`config.mk`:
```
export PLATFORM = sky130hd
export DESIGN_NAME = single_touch_key_qualifier_core
export DESIGN_NICKNAME = d
export VERILOG_FILES = /design/src/design/stkq_pkg.sv /design/src/design/stkq_regs.sv /design/src/design/stkq_core.sv /design/src/design/single_touch_key_qualifier_core.sv
export SDC_FILE = /design/constraint.sdc
export NUM_CORES = 1
export LEC_CHECK = 0
export ABC_AREA = 1
export CAP_MARGIN = 20
export CORE_MARGIN = 5
export CORE_UTILIZATION = 55
export CTS_CLUSTER_DIAMETER = 200
export DETAILED_ROUTE_END_ITERATION = 16
export DONT_BUFFER_PORTS = 1
export GPL_TIMING_DRIVEN = 0
export HOLD_SLACK_MARGIN = 0.03
export PLACE_DENSITY = 0.7
export SLEW_MARGIN = 20
export SYNTH_ARGS = -nofsm -noshare
export SYNTH_HDL_FRONTEND = slang
export SYNTH_SLANG_ARGS = --single-unit
```
`constraint.sdc`:
```
create_clock -name clk -period 3.4 [get_ports clk]
set_clock_uncertainty 0.1 [all_clocks]
set_input_delay 0.68 -clock clk [delete_from_list [all_inputs] [get_ports clk]]
set_output_delay 0.68 -clock clk [all_outputs]
set_load 0.1 [all_outputs]
```
`src/design/stkq_pkg.sv`:
```
// Shared types and constants for the single touch key qualifier.
`timescale 1ns / 1ps

package stkq_pkg;

	localparam int KEY_COUNT_DEF = 8;

	localparam int ADDR_W = 3;
	localparam int DATA_W = 32;
	localparam int SPAN_W = 16;
	localparam int TIME_W = 32;
	localparam int OUT_W  = 4;

	localparam logic [SPAN_W-1:0] PRESS_STABLE_RST   = 16'd40;
	localparam logic [SPAN_W-1:0] RELEASE_STABLE_RST = 16'd120;

	localparam logic [1:0] OP_EDGE    = 2'd0;
	localparam logic [1:0] OP_POLL    = 2'd1;
	localparam logic [1:0] OP_DISCARD = 2'd2;

	localparam logic REG_PRESS   = 1'b0;
	localparam logic REG_RELEASE = 1'b1;

	typedef struct packed {
		logic [1:0]        op;
		logic [7:0]        pad;
		logic              pressed;
		logic [TIME_W-1:0] now_ms;
	} item_t;

	typedef struct packed {
		logic [SPAN_W-1:0] press_stable_ms;
		logic [SPAN_W-1:0] rearm_quiet_ms;
	} cfg_t;

endpackage

```
`src/design/stkq_regs.sv`:
```
// Configuration register file behind the APB-style port.
`timescale 1ns / 1ps

module stkq_regs (
	input  logic                         clk,
	input  logic                         arst_n,
	input  logic                         psel,
	input  logic                         penable,
	input  logic                         pwrite,
	input  logic [stkq_pkg::ADDR_W-1:0]  paddr,
	input  logic [stkq_pkg::DATA_W-1:0]  pwdata,
	output logic [stkq_pkg::DATA_W-1:0]  prdata,
	output stkq_pkg::cfg_t               cfg
);
	import stkq_pkg::*;

	logic [SPAN_W-1:0] press_q;
	logic [SPAN_W-1:0] release_q;
	logic              wr;
	logic              idx;

	assign wr  = psel & penable & pwrite;
	assign idx = paddr[2];

	always_ff @(posedge clk or negedge arst_n) begin
		if (!arst_n) begin
			press_q   <= PRESS_STABLE_RST;
			release_q <= RELEASE_STABLE_RST;
		end else if (wr) begin
			case (idx)
				REG_PRESS: press_q <= pwdata[SPAN_W-1:0];
				REG_RELEASE: release_q <= pwdata[SPAN_W-1:0];
				default: ;
			endcase
		end
	end

	always_comb begin
		case (idx)
			REG_PRESS: prdata = DATA_W'(press_q);
			REG_RELEASE: prdata = DATA_W'(release_q);
			default: prdata = '0;
		endcase
	end

	assign cfg.press_stable_ms = press_q;
	assign cfg.rearm_quiet_ms  = release_q;

endmodule

```
`src/design/stkq_core.sv`:
```
// Qualifier state and its combinational update, registered on fire, for one transaction.
`timescale 1ns / 1ps

module stkq_core #(
	parameter int KEY_COUNT = stkq_pkg::KEY_COUNT_DEF,
	parameter int PAD_W     = $clog2(KEY_COUNT + 1)
) (
	input  logic                        clk,
	input  logic                        arst_n,
	input  logic                        fire,
	input  stkq_pkg::item_t             item,
	input  stkq_pkg::cfg_t              cfg,
	output logic [stkq_pkg::OUT_W-1:0]  result
);
	import stkq_pkg::*;

	localparam logic [KEY_COUNT-1:0] ONE_BIT = KEY_COUNT'(1);

	logic [KEY_COUNT-1:0] mask_q, mask_n;
	logic                 armed_q, armed_n;
	logic                 rw_q, rw_n;
	logic [PAD_W-1:0]     cand_q, cand_n;
	logic [TIME_W-1:0]    ctime_q, ctime_n;
	logic [TIME_W-1:0]    rtime_q, rtime_n;

	logic                 pad_ok;
	logic [7:0]           pad_m1;
	logic [KEY_COUNT-1:0] pbit;
	logic [PAD_W-1:0]     pad_num;
	logic [PAD_W-1:0]     cand_m1;
	logic [KEY_COUNT-1:0] cbit;
	logic [KEY_COUNT-1:0] set_mask;
	logic [TIME_W-1:0]    press_age;
	logic [TIME_W-1:0]    release_age;
	logic                 press_done;
	logic                 release_done;
	logic [7:0]           cand_wide;

	always_comb begin
		pad_ok       = (item.pad != 8'd0) && (32'(item.pad) <= 32'(KEY_COUNT));
		pad_m1       = item.pad - 8'd1;
		pbit         = pad_ok ? (ONE_BIT << pad_m1) : '0;
		pad_num      = item.pad[PAD_W-1:0];
		cand_m1      = cand_q - PAD_W'(1);
		cbit         = ONE_BIT << cand_m1;
		set_mask     = mask_q | pbit;
		press_age    = item.now_ms - ctime_q;
		release_age  = item.now_ms - rtime_q;
		press_done   = press_age >= TIME_W'(cfg.press_stable_ms);
		release_done = release_age >= TIME_W'(cfg.rearm_quiet_ms);
		cand_wide    = 8'(cand_q);

		mask_n  = mask_q;
		armed_n = armed_q;
		rw_n    = rw_q;
		cand_n  = cand_q;
		ctime_n = ctime_q;
		rtime_n = rtime_q;
		result  = '0;

		case (item.op)
			OP_EDGE: begin
				if (pad_ok) begin
					if (item.pressed) begin
						if ((mask_q & pbit) == '0) begin
							mask_n = set_mask;
							rw_n   = 1'b0;
							if (armed_q) begin
								if (set_mask == pbit && cand_q == '0) begin
									cand_n  = pad_num;
									ctime_n = item.now_ms;
								end else begin
									cand_n  = '0;
									armed_n = 1'b0;
								end
							end
						end
					end else begin
						mask_n = mask_q & ~pbit;
						if (armed_q && cand_q == pad_num)
							cand_n = '0;
						// A disarmed block restarts its quiet timer on every release
						// that leaves no pad down.
						if (!armed_q && (mask_q & ~pbit) == '0) begin
							rw_n    = 1'b1;
							rtime_n = item.now_ms;
						end
					end
				end
			end
			OP_POLL: begin
				if (!armed_q) begin
					if (rw_q && mask_q == '0 && release_done) begin
						armed_n = 1'b1;
						rw_n    = 1'b0;
					end
				end else if (cand_q != '0 && mask_q == cbit && press_done) begin
					result  = cand_wide[OUT_W-1:0];
					cand_n  = '0;
					armed_n = 1'b0;
					rw_n    = 1'b0;
				end
			end
			OP_DISCARD: begin
				mask_n  = '0;
				cand_n  = '0;
				ctime_n = '0;
				armed_n = 1'b0;
				rw_n    = 1'b1;
				rtime_n = item.now_ms;
			end
			default: ;
		endcase
	end

	always_ff @(posedge clk or negedge arst_n) begin
		if (!arst_n) begin
			mask_q  <= '0;
			armed_q <= 1'b1;
			rw_q    <= 1'b0;
			cand_q  <= '0;
			ctime_q <= '0;
			rtime_q <= '0;
		end else if (fire) begin
			mask_q  <= mask_n;
			armed_q <= armed_n;
			rw_q    <= rw_n;
			cand_q  <= cand_n;
			ctime_q <= ctime_n;
			rtime_q <= rtime_n;
		end
	end

endmodule

```
`src/design/single_touch_key_qualifier_core.sv`:
```
// Top level of the single touch key qualifier.
`timescale 1ns / 1ps

// Takes one transaction per clock cycle while the output is not stalled by
// out_ready: an edge event, a poll or a discard-until-quiet request. Each
// transaction yields exactly one result, accepted_pad, which is nonzero only
// for a poll that accepts a lone held pad. A transaction is captured in an
// input register; its result is computed as it leaves that register and is
// held in the output register that drives accepted_pad. The rate is set by
// the update of the debounce state in stkq_core. While a result waits for
// out_ready, the input register can still take one more transaction.
// press_stable_ms sits at byte address 0 and rearm_quiet_ms at 4; write
// them only while no transaction is in flight.
module single_touch_key_qualifier_core #(
	parameter int KEY_COUNT = stkq_pkg::KEY_COUNT_DEF
) (
	input  logic                         clk,
	input  logic                         arst_n,
	input  logic                         in_valid,
	output logic                         in_ready,
	input  logic [1:0]                   op,
	input  logic [7:0]                   pad,
	input  logic                         pressed,
	input  logic [stkq_pkg::TIME_W-1:0]  now_ms,
	output logic                         out_valid,
	input  logic                         out_ready,
	output logic [stkq_pkg::OUT_W-1:0]   accepted_pad,
	input  logic                         psel,
	input  logic                         penable,
	input  logic                         pwrite,
	input  logic [stkq_pkg::ADDR_W-1:0]  paddr,
	input  logic [stkq_pkg::DATA_W-1:0]  pwdata,
	output logic [stkq_pkg::DATA_W-1:0]  prdata,
	output logic                         pready
);
	import stkq_pkg::*;

	localparam int PAD_W = $clog2(KEY_COUNT + 1);

	item_t             item_s1;
	logic              valid_s1;
	logic              advance;
	logic              out_valid_q;
	logic [OUT_W-1:0]  accepted_pad_q;
	logic [OUT_W-1:0]  result;
	cfg_t              cfg;

	assign advance  = valid_s1 && (!out_valid_q || out_ready);
	assign in_ready = !valid_s1 || advance;
	assign pready   = 1'b1;

	always_ff @(posedge clk or negedge arst_n) begin
		if (!arst_n) begin
			valid_s1 <= 1'b0;
		end else if (in_ready) begin
			valid_s1 <= in_valid;
		end
	end

	always_ff @(posedge clk) begin
		if (in_valid && in_ready) begin
			item_s1.op      <= op;
			item_s1.pad     <= pad;
			item_s1.pressed <= pressed;
			item_s1.now_ms  <= now_ms;
		end
	end

	always_ff @(posedge clk or negedge arst_n) begin
		if (!arst_n) begin
			out_valid_q <= 1'b0;
		end else if (advance) begin
			out_valid_q <= 1'b1;
		end else if (out_ready) begin
			out_valid_q <= 1'b0;
		end
	end

	always_ff @(posedge clk) begin
		if (advance)
			accepted_pad_q <= result;
	end

	assign out_valid    = out_valid_q;
	assign accepted_pad = accepted_pad_q;

	stkq_regs u_regs (
		.clk     (clk),
		.arst_n  (arst_n),
		.psel    (psel),
		.penable (penable),
		.pwrite  (pwrite),
		.paddr   (paddr),
		.pwdata  (pwdata),
		.prdata  (prdata),
		.cfg     (cfg)
	);

	stkq_core #(
		.KEY_COUNT (KEY_COUNT),
		.PAD_W     (PAD_W)
	) u_core (
		.clk    (clk),
		.arst_n (arst_n),
		.fire   (advance),
		.item   (item_s1),
		.cfg    (cfg),
		.result (result)
	);

endmodule

```
# Word-level counts from Yosys, hierarchy flattened
# Cells that the tools add are included.
dict set report word_totals {
  ff_bits 159
  inputBits 85
  word_cells 129
}
dict set report classes {
  addsub 4
  magnitude_cmp 3
  n_eq_ne 20
  n_shift 2
  muxes 44
  bitwise_logic 7
  n_reduce_logical 34
}
# operator n
set op_table {}
lappend op_table {{2-to-1 mux 32 bit} 8}
lappend op_table {{one-hot mux 32 bit (2 select lines)} 3}
lappend op_table {{greater-or-equal comparator 32 x 16 -> 1 bit} 2}
lappend op_table {{subtractor 32 bit} 2}
lappend op_table {{2-to-1 mux 4 bit} 8}
lappend op_table {{2-to-1 mux 8 bit} 4}
lappend op_table {{zero test 8 bit} 3}
lappend op_table {{2-to-1 mux 1 bit} 17}
lappend op_table {{bitwise AND 8 bit} 2}
lappend op_table {{== test 8 bit} 2}
lappend op_table {{one-hot mux 8 bit (2 select lines)} 1}
lappend op_table {{inequality test 2 x 1 -> 1 bit, second input constant} 7}
lappend op_table {{AND reduction 7 bit} 2}
lappend op_table {{inequality test 3 x 2 -> 1 bit, second input constant} 4}
lappend op_table {{one-hot mux 4 bit (3 select lines)} 1}
lappend op_table {{logical AND 1 bit} 10}
lappend op_table {{AND reduction 5 bit} 2}
lappend op_table {{less-or-equal comparator 8 x 4 -> 1 bit, second input constant} 1}
lappend op_table {{inverter 8 bit} 1}
lappend op_table {{bitwise OR 8 bit} 1}
lappend op_table {{AND reduction 8 bit} 1}
lappend op_table {{nonzero test 8 bit} 1}
lappend op_table {{left shift 1 x 4 -> 8 bit, first input constant} 1}
lappend op_table {{left shift 1 x 8 -> 8 bit, first input constant} 1}
lappend op_table {{21 further kinds} 29}

# Depth between registers and ports, before layout
dict set report depth {
  ltp_word 12
  ltp_mapped 27
  mapped_depth_nobuf 27
}

# By module
# A second synthesis with hierarchy kept.
dict set report hier_totals {
  cells_unflattened 1943
  hier_area_um2 12998.7
}
# module instances cells_per_inst area_each_um2 seq_area_each_um2
set modules_own_cells {}
lappend modules_own_cells {stkq_core 1 1671 9857.0 1953.1}
lappend modules_own_cells {stkq_regs 1 211 1624.1 808.3}
lappend modules_own_cells {single_touch_key_qualifier_core 1 61 1517.7 1461.4}

# Worst setup path before layout
# No wires, ideal clock.
dict set report synth_path {
  kind {input-to-output}
  from {input paddr[2] (netlist name)}
  to {output prdata[11] (netlist name)}
  arrival_time_ns 2.988
  setup_slack_ns -0.368
  stages 2
  path_cell_list {clkbuf_1 > o21ai_0}
}
dict set report synth_between {
  elab_chain_len 2
}
# item line_no
set synth_lines {}
lappend synth_lines {{start: declaration} single_touch_key_qualifier_core.sv:31} ;# input logic [stkq_pkg::ADDR_W-1:0] paddr,
lappend synth_lines {{inverter 1 bit (no source line)} -}
lappend synth_lines {{one-hot mux 32 bit (2 select lines) *} stkq_regs.sv:39} ;# case (idx)
lappend synth_lines {{end: declaration} single_touch_key_qualifier_core.sv:33} ;# output logic [stkq_pkg::DATA_W-1:0] prdata,
# Mark *: on every way between the ends. The rest lies on a longest branch, timed or not. The select of a mux whose other input is x is not followed.

# Final worst setup path
dict set report layout_path {
  from {register item_s1[1] (netlist name)}
  to {register u_core.rw_q}
}
dict set report layout_between {
  elab_chain_len 5
  word_cells_on_any_way 9
  classes_between {2 x add/sub; 2 x order compare; 2 x eq/ne; 3 x reduce/logical}
}
# item line_no
set layout_lines {}
lappend layout_lines {{start: declaration} single_touch_key_qualifier_core.sv:40} ;# item_t item_s1;
lappend layout_lines {{subtractor 32 bit, on equally long branches} {stkq_core.sv:48, stkq_core.sv:47}}
lappend layout_lines {{greater-or-equal comparator 32 x 16 -> 1 bit, on equally long branches} {stkq_core.sv:50, stkq_core.sv:49}}
lappend layout_lines {{logical AND 1 bit, on equally long branches} {stkq_core.sv:93, stkq_core.sv:97}}
lappend layout_lines {{inequality test 3 x 1 -> 1 bit (no source line) or inequality test 3 bit (tied branches)} -}
lappend layout_lines {{AND reduction 7 bit (no source line) *} -}
lappend layout_lines {{end signal: assignment} stkq_core.sv:127} ;# rw_q <= rw_n;
lappend layout_lines {{end: declaration} stkq_core.sv:21} ;# logic rw_q, rw_n;
# Mark *: on every way between the ends. The rest lies on a longest branch, timed or not.
# A chain may end at the register's enable or synchronous reset.

==> summary.txt <==
Cells and area
  – Post-Layout Cell Count: around 2400
  – Final core occ: 68.32%
  – Fill cells: 1923
  – Share of layout cells above drive strength 1: 20.11%
  – Area Growth Syn to Fin: 22.82%
  – Diodes inserted: 0
  – Fin area: between 15000 and 20000 sq um
  – Fin nets: approximately 2300

Run
  – MaxCap Viol Count: 0

Setup path
  – Reg2Reg Setup Slack: -0.20 ns
  – Crit-path max FO: 3
  – WS Path Type: register to register
  – Startpoint types: register
  – Critical Path RT: 3.68 ns
  – CP endpoint kind: register
  – Crit path DAT: 3.88 ns

Timing
  – Max frequency: 277.9 MHz
  – Max Slew Vio Count: 0
  – Hold_ws: 0.05874 ns
  – Worst slew margin: 24.93%
  – Tightest Pin Transition: 1.126 ns
  – Final setup fails: 10
  – Tmin final: 3.598 ns
  – Worst setup margin: -0.1980 ns
  – RSZ-0062 raised after global routing: yes
  – Period utilization: 105.8%
  – Final hold violation count: 0
  – TNS Setup: -0.6946 ns

Route
  – Initial DRC Count: about 1300
  – Via Count: 13037
  – Wire per inst: 16.73 um
  – DRC errors left: 0
  – Routed wire length: just over 40000 um
  – Drt via density: around 5.4
  – Post-route ant nets: 0
  – Drt pass-1 iters: 7

Pwr
  – Total power: 14.21 mW
  – IR drop worst, VDD: 0.0005095 V
  – Leakage: 8.423 nW
  – Cell Pwr Density: 889.0 nW/um^2

Clock network
  – Worst-case clock buffer depth: 2
  – Clk slew on worst S/H paths: 0.08 ns
  – H-tree Lvls: 4
  – CTS tree: done
  – Clk Latency, worst-skew pair: approximately 0.44 ns
  – Total CTS buffers: 17
  – Root buf cell: clkbuf_16
  – CTS sink count: 159

Global routing
  – Total grt overflow: 0
  – Antenna violations before repair: 0
  – Largest net degree at the start of global routing: approximately 110
  – GRT Util Overall: between 20 and 30%
  – Vias in the first global route: about 12000
  – First-pass GRT wire length: 62330 um

Placed design
  – Port Buffers: 0
  – Placed Area: 13550 sq um
  – Dpl hpwl: between 20000 and 30000 um
  – Post-Place Worst Slack: -0.6072 ns
  – Placed instance count: ~2300
  – GPL Wtd Cong: approximately 0.92

Die
  – Die area: 26850 sq um
  – Core Region: 23400 sq um
  – Initial cell density of the core: 55.63%
  – Cell Rows: 56
  – Die height: 163.9 um
  – Die W: 163.9 um
  – I/O pins: around 120

Yosys
  – Seq/Total Area, Yosys: 32.44%
  – Yosys reg bits: 159
  – Gate count of the mapped netlist: about 2000
  – Post-synth top area share: roughly 20%
  – Main synth FF type: dfrtp_1
  – Mapped Avg Cell Area: 6.598 sq um
  – Leading area contributor after synthesis: dfrtp_1
  – FFs w/ async S/R, synth: between 70 and 80%
  – Synth warn: 0
  – Synth cell count leaders: 680 x nand2_1, 380 x inv_1, 169 x nor2_1
  – Post-synth cell types: 44
  – Post-synth EDFFs: 47
  – Cell with the most instances after synthesis: nand2_1
  – Area contributors post-synth: dfrtp_1 20%, nand2_1 20%, inv_1 11%
  – Mapped cell area: ~13000 sq um

Run status
  – Failing checks: negative setup slack
  – Outcome: finished, violations left

Hold path
  – Worst min path class: primary input to asynchronous set/reset pin
## area by class of cell
cell class                      count  area [sq um]  share of cell area [%]
Buffer                             44         281.5                   1.761
Clock buffer                       17         425.4                   2.661
Clock inverter                     15         212.7                   1.330
Inverter                          384          1445                   9.038
Multi-Input combinational cell   1401          8239                   51.53
Sequential cell                   159          4223                   26.41
Tap cell                          319         399.1                   2.496
Timing Repair Buffer               88         763.2                   4.773
## worst max-delay path: stages (launching register included)
cell and delay [ns]:
edfxtp_1 0.41, buf_6 0.13, clkinvlp_4 0.12, buf_12 0.15, fa_2 0.43, inv_2 0.10, nand3_1 0.13, nand3_2 0.15
xor2_2 0.22, ha_1 0.27, inv_1 0.08, nor3_1 0.07, nor3_2 0.17, nand2_2 0.10, nand2_2 0.07, nand3_2 0.08
nor2_2 0.11, nand3_1 0.09, nor2_2 0.13, nand2_2 0.11, nand3_2 0.10, nand2_4 0.06, nand2_2 0.06, nand2_2 0.05
nand2_1 0.05
## path summary, 6_finish.rpt
check / depth (start not counted) / from / to
max: 24 / item_s1[1] / u_core.rw_q
max in group asynchronous: 1 / arst_n / u_core.mask_q[6]
min reg2reg: 2 / u_core.ctime_q[17] / u_core.ctime_q[17]
min in group clk: 0 / now_ms[0] / item_s1[0]
max reg2reg: 24 / item_s1[1] / u_core.rw_q
min: 1 / arst_n / u_regs.press_q[7]
## registers in the layout (all words and copies together) (netlist names)
name	cells
item_s1	43
u_core.ctime_q	32
u_core.rtime_q	32
u_regs.press_q	16
u_regs.release_q	16
u_core.mask_q	8
accepted_pad	4
u_core.cand_q	4
out_valid	1
u_core.armed_q	1
u_core.rw_q	1
valid_s1	1
## layout by cell type, fill, tap and decap left out, types with 20 or more instances in the layout
master and count:
nand3_1 72, nand4_1 20, a21oi_1 82, nor2_1 150
nand2_1 603, ha_4 28, o21ai_0 60, nand2_2 70
edfxtp_1 47, o21ai_2 52, ha_1 70, inv_1 369
buf_4 89, dfrtp_1 105
## power by group
group          switching [mW]  internal (mW)  total, mW
Clock                   0.993           1.08       2.07
Sequential              0.406           2.49       2.90
Combinational            5.68           3.56       9.24
Total                    7.08           7.14       14.2
## logic make-up (layout without fill, tap and decap cells)
| kind of cell | after synthesis | after routing | share of synthesized area [%] |
|---|---|---|---|
| AOI/OAI and AO/OA | 233 | 233 | 10.33 |
| xor gates and xnor gates | 33 | 33 | 2.220 |
| adders and majority gates | 102 | 102 | 9.918 |
| buffers and inverters | 428 | 548 | 13.21 |
| DFF | 159 | 159 | 32.44 |
| other | 2 | 17 | 0.05769 |
| and+or+nand+nor | 1016 | 1016 | 31.82 |
## routing by layer
layer	part of all wire, %	track usage [%]	wire, um	vias to the layer above
li1	-	-	-	6348
met1	42	38.68	16900	6049
met2	48	49.42	19530	528
met3	6.9	4.442	2782	112
met4	3.4	9.226	1399	0
met5	0	0	0	-
## what timing repair did
action                                  CTS  global route
endpoints found under the hold margin   112             0
endpoints found under the setup margin   10            38
pin swaps                                78            76
resized for setup                       136           113
buffers inserted                         63            23
hold buffers                              1             0
Note: power is estimated with default switching activity, not from simulation.
